**src/brs_pkg.sv**
```systemverilog
// Shared types, codes and reset values for the battery and rail supervisor.
package brs_pkg;

    localparam int BRS_TIMER_BITS = 16;

    localparam logic [13:0] BUS_NOMINAL_MV = 14'd5000;

    localparam logic [2:0] MODE_INIT      = 3'd0;
    localparam logic [2:0] MODE_SAMPLE    = 3'd1;
    localparam logic [2:0] MODE_WAIT      = 3'd2;
    localparam logic [2:0] MODE_PD_SAMPLE = 3'd3;
    localparam logic [2:0] MODE_PD_WAIT   = 3'd4;
    localparam logic [2:0] MODE_DONE      = 3'd5;

    localparam logic [1:0] PH_IDLE    = 2'd0;
    localparam logic [1:0] PH_PENDING = 2'd1;
    localparam logic [1:0] PH_OFF     = 2'd2;

    localparam logic [2:0] REG_CUTOFF      = 3'd0;
    localparam logic [2:0] REG_WARNING     = 3'd1;
    localparam logic [2:0] REG_BUS_TOL     = 3'd2;
    localparam logic [2:0] REG_RUN_CURRENT = 3'd3;
    localparam logic [2:0] REG_INTERVAL    = 3'd4;
    localparam logic [2:0] REG_CHIP_OFF    = 3'd5;
    localparam logic [2:0] REG_START_BEEP  = 3'd6;
    localparam logic [2:0] REG_WARN_BEEP   = 3'd7;

    typedef struct packed {
        logic [14:0] cutoff_mv;
        logic [14:0] warning_mv;
        logic [12:0] bus_tolerance_mv;
        logic [13:0] running_current_ma;
        logic [15:0] sample_interval_ticks;
        logic [15:0] chip_off_ticks;
        logic [15:0] startup_beep_ticks;
        logic [15:0] warning_beep_ticks;
    } brs_cfg_t;

    localparam brs_cfg_t CFG_RESET = '{
        cutoff_mv:             15'd6000,
        warning_mv:            15'd6600,
        bus_tolerance_mv:      13'd250,
        running_current_ma:    14'd100,
        sample_interval_ticks: 16'd100,
        chip_off_ticks:        16'd1000,
        startup_beep_ticks:    16'd500,
        warning_beep_ticks:    16'd100
    };

    typedef struct packed {
        logic              chip_reset_request;
        logic              power_down_request;
        logic signed [14:0] computer_ma;
        logic [14:0]       bus_mv;
        logic [14:0]       battery_mv;
    } brs_item_t;

    typedef struct packed {
        logic [2:0] mode;
        logic       computer_running;
        logic       power_good;
        logic       chip_reset_idle;
        logic       chip_power_on;
        logic       beeper_on;
        logic       switch_open;
    } brs_result_t;

endpackage

```
**src/brs_ctrl.sv**
```systemverilog
// Mode machine, chip power-cycle machine and beeper timer, stepped once per tick.
module brs_ctrl
    import brs_pkg::*;
#(
    parameter int TIMER_BITS = BRS_TIMER_BITS
) (
    input  logic        aclk,
    input  logic        aresetn,
    input  logic        step,
    input  brs_item_t   item,
    input  brs_cfg_t    cfg,
    output brs_result_t result
);

    localparam int CW = (TIMER_BITS > 16) ? TIMER_BITS : 16;

    logic [2:0]            mode_reg, mode_next, mode_in;
    logic [1:0]            phase_reg, phase_next, phase_in;
    logic [TIMER_BITS-1:0] interval_reg, interval_next;
    logic [TIMER_BITS-1:0] off_reg, off_next;
    logic [15:0]           beep_reg, beep_next, beep_now;
    logic                  switch_reg, switch_next;
    logic                  good_reg, good_next;
    logic                  running_reg, running_next;
    logic                  chip_reg, chip_next;

    logic                  good_sample, running_sample;
    logic                  interval_done, off_done;
    logic signed [16:0]    bus_s, upper_s, lower_s;

    assign bus_s   = $signed({2'b00, item.bus_mv});
    assign upper_s = $signed({3'b000, BUS_NOMINAL_MV})
                   + $signed({4'b0000, cfg.bus_tolerance_mv});
    assign lower_s = $signed({3'b000, BUS_NOMINAL_MV})
                   - $signed({4'b0000, cfg.bus_tolerance_mv});

    assign good_sample    = (bus_s < upper_s) && (bus_s > lower_s);
    assign running_sample = item.computer_ma > $signed({1'b0, cfg.running_current_ma});

    // a count at full scale also ends a wait whose threshold exceeds the timer range
    assign interval_done = (CW'(interval_reg) >= CW'(cfg.sample_interval_ticks))
                        || (&interval_reg);
    assign off_done      = (CW'(off_reg) >= CW'(cfg.chip_off_ticks)) || (&off_reg);

    always_comb begin
        mode_in       = item.power_down_request ? MODE_PD_SAMPLE : mode_reg;
        phase_in      = item.chip_reset_request ? PH_PENDING : phase_reg;
        mode_next     = mode_in;
        interval_next = interval_reg;
        beep_now      = beep_reg;
        switch_next   = switch_reg;
        good_next     = good_reg;
        running_next  = running_reg;

        unique case (mode_in)
            MODE_INIT: begin
                beep_now     = cfg.startup_beep_ticks;
                good_next    = good_sample;
                running_next = running_sample;
                mode_next    = MODE_SAMPLE;
            end
            MODE_SAMPLE: begin
                good_next    = good_sample;
                running_next = running_sample;
                if (item.battery_mv < cfg.cutoff_mv) begin
                    switch_next = 1'b1;
                end
                if (item.battery_mv < cfg.warning_mv) begin
                    beep_now = cfg.warning_beep_ticks;
                end
                interval_next = '0;
                mode_next     = MODE_WAIT;
            end
            MODE_WAIT: begin
                if (interval_done) begin
                    mode_next = MODE_SAMPLE;
                end else begin
                    interval_next = interval_reg + 1'b1;
                end
            end
            MODE_PD_SAMPLE: begin
                good_next    = good_sample;
                running_next = running_sample;
                if (item.battery_mv < cfg.cutoff_mv) begin
                    switch_next = 1'b1;
                end
                if (!running_sample) begin
                    mode_next = MODE_DONE;
                end else begin
                    interval_next = '0;
                    mode_next     = MODE_PD_WAIT;
                end
            end
            MODE_PD_WAIT: begin
                if (interval_done) begin
                    mode_next = MODE_PD_SAMPLE;
                end else begin
                    interval_next = interval_reg + 1'b1;
                end
            end
            MODE_DONE: begin
                switch_next = 1'b1;
            end
            default: begin
                mode_next = MODE_INIT;
            end
        endcase
    end

    always_comb begin
        phase_next = phase_in;
        off_next   = off_reg;
        chip_next  = chip_reg;

        unique case (phase_in)
            PH_IDLE: begin
            end
            PH_PENDING: begin
                if (mode_next != MODE_INIT) begin
                    chip_next  = 1'b0;
                    off_next   = '0;
                    phase_next = PH_OFF;
                end
            end
            PH_OFF: begin
                if (off_done) begin
                    chip_next  = 1'b1;
                    phase_next = PH_IDLE;
                end else begin
                    off_next = off_reg + 1'b1;
                end
            end
            default: begin
                chip_next  = 1'b1;
                phase_next = PH_IDLE;
            end
        endcase
    end

    assign beep_next = (beep_now != '0) ? beep_now - 1'b1 : beep_now;

    always_comb begin
        result.switch_open      = switch_next;
        result.beeper_on        = beep_now != '0;
        result.chip_power_on    = chip_next;
        result.chip_reset_idle  = phase_next == PH_IDLE;
        result.power_good       = good_next;
        result.computer_running = running_next;
        result.mode             = mode_next;
    end

    always_ff @(posedge aclk) begin
        if (!aresetn) begin
            mode_reg     <= MODE_INIT;
            phase_reg    <= PH_IDLE;
            interval_reg <= '0;
            off_reg      <= '0;
            beep_reg     <= '0;
            switch_reg   <= 1'b0;
            good_reg     <= 1'b0;
            running_reg  <= 1'b0;
            chip_reg     <= 1'b1;
        end else if (step) begin
            mode_reg     <= mode_next;
            phase_reg    <= phase_next;
            interval_reg <= interval_next;
            off_reg      <= off_next;
            beep_reg     <= beep_next;
            switch_reg   <= switch_next;
            good_reg     <= good_next;
            running_reg  <= running_next;
            chip_reg     <= chip_next;
        end
    end

endmodule

```
**src/battery_rail_supervisor_core.sv**
```systemverilog
// Top level of the battery and rail supervisor: stream ports, settings and item staging.
//
//  channel   direction  handshake                  payload
//  s_axis    in         s_axis_tvalid/tready        tick item, 48-bit tdata
//  m_axis    out        m_axis_tvalid/tready        tick result, 16-bit tdata
//  cfg       in         cfg_valid/cfg_ready         cfg_index, cfg_data
//
// One result per tick item, one item per cycle sustained while m_axis is not stalled;
// each item passes the input register, then the state update into the result register.
// The state machines and counters are the only loop.
// aresetn clears the control state and valid flags and restores the setting defaults;
// cfg_ready is always high. A stalled m_axis holds its result and input item; s_axis_tready drops only then.
module battery_rail_supervisor_core
    import brs_pkg::*;
#(
    parameter int TIMER_BITS = BRS_TIMER_BITS
) (
    input  logic        aclk,
    input  logic        aresetn,
    input  logic        s_axis_tvalid,
    output logic        s_axis_tready,
    // battery_mv[14:0], bus_mv[29:15], computer_ma[44:30],
    // power_down_request[45], chip_reset_request[46], ignored[47]
    input  logic [47:0] s_axis_tdata,
    output logic        m_axis_tvalid,
    input  logic        m_axis_tready,
    // switch_open[0], beeper_on[1], chip_power_on[2], chip_reset_idle[3],
    // power_good[4], computer_running[5], mode[8:6], zero fill[15:9]
    output logic [15:0] m_axis_tdata,
    input  logic        cfg_valid,
    output logic        cfg_ready,
    input  logic [2:0]  cfg_index,
    input  logic [15:0] cfg_data
);

    brs_cfg_t    cfg_reg;
    brs_item_t   item_reg;
    logic        item_valid_reg;
    brs_result_t result;
    brs_result_t out_reg;
    logic        out_valid_reg;
    logic        advance;

    assign cfg_ready     = 1'b1;
    assign advance       = item_valid_reg && (!out_valid_reg || m_axis_tready);
    assign s_axis_tready = !item_valid_reg || advance;
    assign m_axis_tvalid = out_valid_reg;
    assign m_axis_tdata  = {7'd0, out_reg};

    always_ff @(posedge aclk) begin
        if (!aresetn) begin
            cfg_reg <= CFG_RESET;
        end else if (cfg_valid) begin
            unique case (cfg_index)
                REG_CUTOFF:      cfg_reg.cutoff_mv             <= cfg_data[14:0];
                REG_WARNING:     cfg_reg.warning_mv            <= cfg_data[14:0];
                REG_BUS_TOL:     cfg_reg.bus_tolerance_mv      <= cfg_data[12:0];
                REG_RUN_CURRENT: cfg_reg.running_current_ma    <= cfg_data[13:0];
                REG_INTERVAL:    cfg_reg.sample_interval_ticks <= cfg_data;
                REG_CHIP_OFF:    cfg_reg.chip_off_ticks        <= cfg_data;
                REG_START_BEEP:  cfg_reg.startup_beep_ticks    <= cfg_data;
                REG_WARN_BEEP:   cfg_reg.warning_beep_ticks    <= cfg_data;
                default: begin
                end
            endcase
        end
    end

    // hold the item until the result stage can take it
    always_ff @(posedge aclk) begin
        if (!aresetn) begin
            item_valid_reg <= 1'b0;
        end else if (s_axis_tready) begin
            item_valid_reg <= s_axis_tvalid;
        end
    end

    always_ff @(posedge aclk) begin
        if (s_axis_tvalid && s_axis_tready) begin
            item_reg <= s_axis_tdata[46:0];
        end
    end

    brs_ctrl #(
        .TIMER_BITS (TIMER_BITS)
    ) u_ctrl (
        .aclk    (aclk),
        .aresetn (aresetn),
        .step    (advance),
        .item    (item_reg),
        .cfg     (cfg_reg),
        .result  (result)
    );

    always_ff @(posedge aclk) begin
        if (!aresetn) begin
            out_valid_reg <= 1'b0;
        end else if (advance) begin
            out_valid_reg <= 1'b1;
        end else if (m_axis_tready) begin
            out_valid_reg <= 1'b0;
        end
    end

    always_ff @(posedge aclk) begin
        if (advance) begin
            out_reg <= result;
        end
    end

endmodule
```
**config.mk**
```make
export PLATFORM = sky130hd
export DESIGN_NAME = battery_rail_supervisor_core
export DESIGN_NICKNAME = d
export VERILOG_FILES = /design/src/brs_pkg.sv /design/src/brs_ctrl.sv /design/src/battery_rail_supervisor_core.sv
export SDC_FILE = /design/constraint.sdc
export NUM_CORES = 1
export LEC_CHECK = 0
export ABC_AREA = 1
export BUFFER_PORTS_ARGS = -buffer_cell sky130_fd_sc_hd__buf_2
export CORE_MARGIN = 2
export CORE_UTILIZATION = 52
export CTS_BUF_LIST = sky130_fd_sc_hd__clkbuf_4 sky130_fd_sc_hd__clkbuf_8
export DETAILED_ROUTE_END_ITERATION = 8
export HOLD_SLACK_MARGIN = 0.1
export PLACE_DENSITY = 0.67
export SYNTH_ARGS = -nofsm -noshare
export SYNTH_HDL_FRONTEND = slang
export SYNTH_SLANG_ARGS = --single-unit
```
**constraint.sdc**
```tcl
create_clock -name aclk -period 4.1 [get_ports aclk]
set_input_delay 0.82 -clock aclk [delete_from_list [all_inputs] [get_ports aclk]]
set_output_delay 0.82 -clock aclk [all_outputs]
set_load 0.01 [all_outputs]
```
After elaboration in Yosys (flattened, before gate mapping)

Index checks and enable logic that the tools add are counted.

Input bits: 72
Register bits: 236
Logic and storage cells: 121

Magnitude comparators: 7
Mux-type cells: 27
Reduce and logical (&&, ||, !) cells: 33
Add/sub/neg operators: 5
Equal/unequal tests: 18

Operators by type and width:

| kind                                                                  | count |
|---|---|
| 16-bit two-way mux                                                    | 6 |
| 16-bit case mux with 2 select lines                                   | 2 |
| 16-bit case mux with 3 select lines                                   | 1 |
| 16-bit by 1-bit adder with 16-bit output, second input constant       | 2 |
| 16-bit greater-or-equal comparator                                    | 2 |
| 16-bit AND reduction                                                  | 2 |
| 15-bit < comparator                                                   | 2 |
| 3-bit equality test, second input constant                            | 6 |
| 3-bit case mux with 6 select lines                                    | 1 |
| 16-bit by 17-bit > comparator with 1-bit output                       | 1 |
| 16-bit by 17-bit < comparator with 1-bit output                       | 1 |
| 2-bit AND reduction                                                   | 8 |
| 16-bit nonzero test                                                   | 1 |
| 16-bit by 1-bit subtractor with 16-bit output, second input constant  | 1 |
| 15-bit > comparator                                                   | 1 |
| 13-bit by 13-bit adder with 14-bit output, first input constant       | 1 |
| 13-bit by 13-bit subtractor with 14-bit output, first input constant  | 1 |
| 3-bit by 2-bit equality test with 1-bit output, second input constant | 4 |
| 3-bit two-way mux                                                     | 3 |
| 1-bit two-way mux                                                     | 8 |
| 4-bit AND reduction                                                   | 2 |
| 3-bit by 1-bit equality test with 1-bit output, second input constant | 2 |
| 3-bit zero test                                                       | 2 |
| 2-bit two-way mux                                                     | 3 |
| 15 further kinds                                                      | 27 |

Depth between registers and ports, before layout

Depth after elaboration: 8
Gate-level depth with buffers: 25
Mapped depth without buffers: 24

Modules after synthesis

From an unflattened synthesis, not the netlist that was laid out.

Cells, all modules: 1859
Area, all modules: 13695.6 um^2

By module, submodules not included:

| module                       | cells each | area an instance (um^2) | instances |
|---|---|---|---|
| brs_ctrl                     | 1130       | 7267.0                  | 1 |
| battery_rail_supervisor_core | 729        | 6428.7                  | 1 |

Worst setup path after synthesis

No wires, ideal clock.

Kind: register to register
Start: reg item_reg[14] (netlist name)
End: reg u_ctrl.beep_reg[0]
Slack: 1.246 ns
Clock period less this slack: 2.854 ns
Stages on the path, launching flop included: 22
Arrival time: 2.741 ns
Required time: 3.987 ns
Library setup time: 0.113 ns
Buffers on the path: 1
Path through: edfxtp_1 > ha_1 > nand2_2 > inv_1 > nand2_1 > nand2_1 > a21oi_4 > nand2_4 > buf_12 > nand2_2 > a21oi_2 > nor2_4 > ha_1 > nand3_2 > nor2_4 > inv_1 > nor2_2 > nand2_4 > nand2_2 > nand2_1 > o21ai_1 > inv_1

Cells in the longest elaborated chain, start to end: 5
Elaborated cells between the ends (all ways): 6

Ends and longest elaborated chain:

| item                                                                                 | line                               | text |
|---|---|---|
| from (decl)                                                                          | battery_rail_supervisor_core.sv:37 | `brs_item_t item_reg;` |
| from (signal assigned)                                                               | battery_rail_supervisor_core.sv:80 | `item_reg <= s_axis_tdata[46:0];` |
| 15-bit < comparator (*)                                                              | brs_ctrl.sv:68                     | `if (item.battery_mv < cfg.warning_mv) begin` |
| 16-bit two-way mux (*)                                                               | brs_ctrl.sv:68                     |  |
| 16-bit case mux with 2 select lines (*)                                              | brs_ctrl.sv:55                     | `unique case (mode_in)` |
| 16-bit by 1-bit subtractor with 16-bit output or 16-bit nonzero test (tied branches) | brs_ctrl.sv:140                    | `assign beep_next = (beep_now != '0) ? beep_now - 1'b1 : beep_now;` |
| 16-bit two-way mux (*)                                                               | brs_ctrl.sv:140                    |  |
| to (signal assigned)                                                                 | brs_ctrl.sv:168                    | `beep_reg <= beep_next;` |
| to (decl)                                                                            | brs_ctrl.sv:21                     | `logic [15:0] beep_reg, beep_next, beep_now;` |

Mark *: on every way between the ends. The rest lies on a longest branch, timed or not.
A chain may end at the register's enable or synchronous reset.

Worst setup path in the final report

Start: reg item_reg[6] (netlist name)
End: reg u_ctrl.beep_reg[0]

The elaborated chain is that of the path after synthesis.

==> flow_summary_export.csv <==
group,metric,value,unit
outcome,status,"finished clean",
critical_path,cp_max_fo,17,
final_layout,area.sequential,0.00529,sq mm
timing,slew_headroom,24.4,%
synth,synth.cell_area,0.0131,sq mm
power_and_ir_drop,seq_power_share,45.0,%
synth,synth_common_cells,"258 x nand2_1, 248 x inv_1, 180 x dfxtp_1, 173 x a21oi_1, 140 x o21ai_0",
power_and_ir_drop,power_leakage,6.48,nW
grt,grt_pass1_wl,51700,microns
clocking,cts_setup_buffers,0,
synth,syn_avg_cell_area,7.86,sq um
detailed_routing,wl_per_cell,15.0,microns
final_layout,largest_reg_flops,121,
final_layout,fin_nets,1933,
critical_path,crit_slowest_cell,"edfxtp_1",
placed_design,finalWeightedCongestion,0.892,
floorplan,io_pins,91,
clocking,cts_tree,"done",
detailed_routing,viasPerCell,5.25,
synth,synth_edf_count,56,
critical_path,startpoint_type,"flop",
critical_path,crit_chain,"ha_1 -> nand2_1 -> inv_1 -> a21oi_1 -> nand2_1 -> nand2_4 -> nand2_4 -> nand2_2 -> a21oi_2 -> nor2_4 -> ha_1 -> nand3_2 -> nor2_4 -> inv_1 -> nor2_2 -> nand2_4 -> nand2_2 -> nand2_1 -> o21ai_1 -> inv_1",
synth,synth-seq-cells,236,
min_path,min_path_cells,1,
floorplan,initial_core_util,52.5,%
timing,final.setup.tns,0,ns
critical_path,reg2reg_depth,20,
grt,grt_start_max_net_pins,102,
timing,worstMarginPinSlew,1.13,ns
timing,layout_min_cycle_time,3.30,ns
power_and_ir_drop,power_frac_clock,40.8,%
power_and_ir_drop,pwr-share-comb,14.3,%
clocking,numCtsBuffers,41,
detailed_routing,vias,11100,
synth,synth_top_area_share,27.5,%
timing,finClkSkew,0.0287,ns
critical_path,path_depth,20,
detailed_routing,drt_pass1_iterations,6,
clocking,numClockSinks,236,
clocking,insertion_delay,0.57,ns
detailed_routing,ant_nets,0,
timing,timing.fmax,0.303,GHz
critical_path,path_delay_family,"simple AND/OR/NAND/NOR gates",
grt,antenna_found_initial,0,
timing,finalSetupViolations,0,
floorplan,die_area,0.0265,sq mm
floorplan,dieWidth,163,microns
clocking,ctsResizeCount,0,
timing,hold_slack,0.421,ns
timing,rsz0062_at_grt,"no",
min_path,hp-class,"in -> reg",
critical_path,crit_buf_inv,3,
final_layout,fillers,2333,
floorplan,core,0.0250,sq mm
power_and_ir_drop,power,5.63,mW
timing,slew_violations,0,
clocking,htree_levels,2,
final_layout,drive_above_1_share,13.5,%
final_layout,area_growth,11.6,%
synth,synth_top_cell_by_area,"dfxtp_1",
power_and_ir_drop,intPower,4.04,mW
clocking,cts.reportedPaths.clkPinSlew,0.06,ns
synth,yosysUniqueCellTypes,47,
critical_path,cpPeakStageDelay,0.43,ns
synth,ys_top_cells_by_area,"dfxtp_1 27%, edfxtp_1 13%, ha_1 11%, nand2_1 7.4%, inv_1 7.1%",
critical_path,worst-setup-path-type,"reg -> reg",
detailed_routing,drc_errors,0,
clocking,cts_buffer_depth,3,
synth,yosys_most_used_dff,"dfxtp_1",
critical_path,critical_path_required,4.54,ns
detailed_routing,drt_iter0_drc,614,
placed_design,place_hpwl,22200,microns
synth,synthArstFlopShare,0,%
power_and_ir_drop,p_per_area,385,mW/mm^2
synth,ys_warn_count,0,
power_and_ir_drop,ir_drop,280,uV
timing,finalHoldViolCount,0,
grt,grt-ovfl-total,0,
job,cap_violations,0,
grt,grt_pass1_vias,10400,
grt,track_usage,24.2,%
clocking,cts_hold_buf,0,
critical_path,end_kind,"flop",
floorplan,rows,58,
critical_path,arrival,3.74,ns
timing,post-route-period-util,80.5,%
final_layout,antenna_cells,0,
synth,syn_inst,1667,
detailed_routing,wl,31600,microns
placed_design,io_buffer_count,81,
power_and_ir_drop,power_switching,1.60,mW
power_and_ir_drop,switching_share,28.3,%
synth,ys_seq_area_share,40.3,%
clocking,clock-root-buffer,"clkbuf_8",
floorplan,die_h,163,microns
synth,yosysMostFrequentCell,"nand2_1",
final_layout,multiInputGateArea,0.00660,sq mm
[per-layer routing]
metal | share of wire, % | global-route usage, % | up-vias
met5 | 0 | 0 | -
met2 | 46 | 40.1 | 233
met3 | 5.1 | 3.72 | 53
met1 | 46 | 32.3 | 5094
met4 | 2.7 | 8.21 | 0
li1 | - | - | 5688
[area by class of cell]
cell class                      instances  area share (%)
Clock buffer                           66            5.61
Inverter                              252            6.47
Clock inverter                         10           0.479
Multi-Input combinational cell       1123            45.1
Sequential cell                       236            36.1
Timing Repair Buffer                   93            3.40
Tap cell                              330            2.82
[stage by stage]
stage / instances / setup slack [ns] / utilization, % / cell area, sq um
final: 2110 / 0.801 / 58.6 / 14600
after global routing: 2110 / 0.463 / 58.6 / 14600
after CTS: 2110 / 0.793 / 58.6 / 14600
after detailed placement: 2034 / 0.831 / 55.0 / 13700
after global placement: 2034 / 0.886 / 55.0 / 13700
after floorplan: 1673 / 1.25 / - / 13100
[power groups by stage]
stage | logic (mW) | registers (mW) | clock network (mW)
final | 0.804 | 2.53 | 2.30
after CTS | 0.805 | 2.53 | 2.34
after global routing | 0.911 | 2.54 | 2.45
after floorplan | 0.592 | 2.57 | 0
after detailed placement | 0.801 | 2.58 | 0
after global placement | 0.780 | 2.58 | 0
[logic make-up after synthesis]
| logic type | share of synthesized area, % |
|---|---|
| buffers and inverters | 9.49 |
| AOI/OAI and AO/OA | 16.2 |
| xor gates and xnor gates | 2.34 |
| and+or+nand+nor | 20.7 |
| DFF | 40.3 |
| other | 0.0573 |
| adders and majority gates | 10.9 |
[layout by cell type (no fill, tap or decap), types with 5 or more instances in the layout]
cell / count
xor2_1: 31
o22ai_1: 8
nand3b_1: 9
clkinv_2: 6
buf_2: 80
edfxtp_1: 56
inv_1: 247
clkbuf_4: 14
a31oi_1: 5
nand3_1: 61
nand3_2: 10
buf_4: 13
o21ai_0: 140
nand2_4: 9
clkbuf_8: 52
nand4_1: 34
nand2_1: 258
a21oi_1: 173
nor2_2: 14
nand2_2: 18
nor2_1: 126
conb_1: 8
o211ai_1: 40
nor3_1: 22
dfxtp_1: 180
ha_1: 114
nor2_4: 9
[final timing paths]
check / to / startpoint / slack (ns)
worst max-delay path: u_ctrl.beep_reg[0]$_SDFFE_PN0P_ / item_reg[6]$_DFFE_PP_ / 0.80
worst min-delay path: item_reg[6]$_DFFE_PP_ / s_axis_tdata[6] / 0.42
worst max register to register: u_ctrl.beep_reg[0]$_SDFFE_PN0P_ / item_reg[6]$_DFFE_PP_ / 0.80
worst min register to register: cfg_reg[31]$_SDFFE_PN0P_ / cfg_reg[31]$_SDFFE_PN0P_ / 0.46
Power figures use the tool's default switching activity.
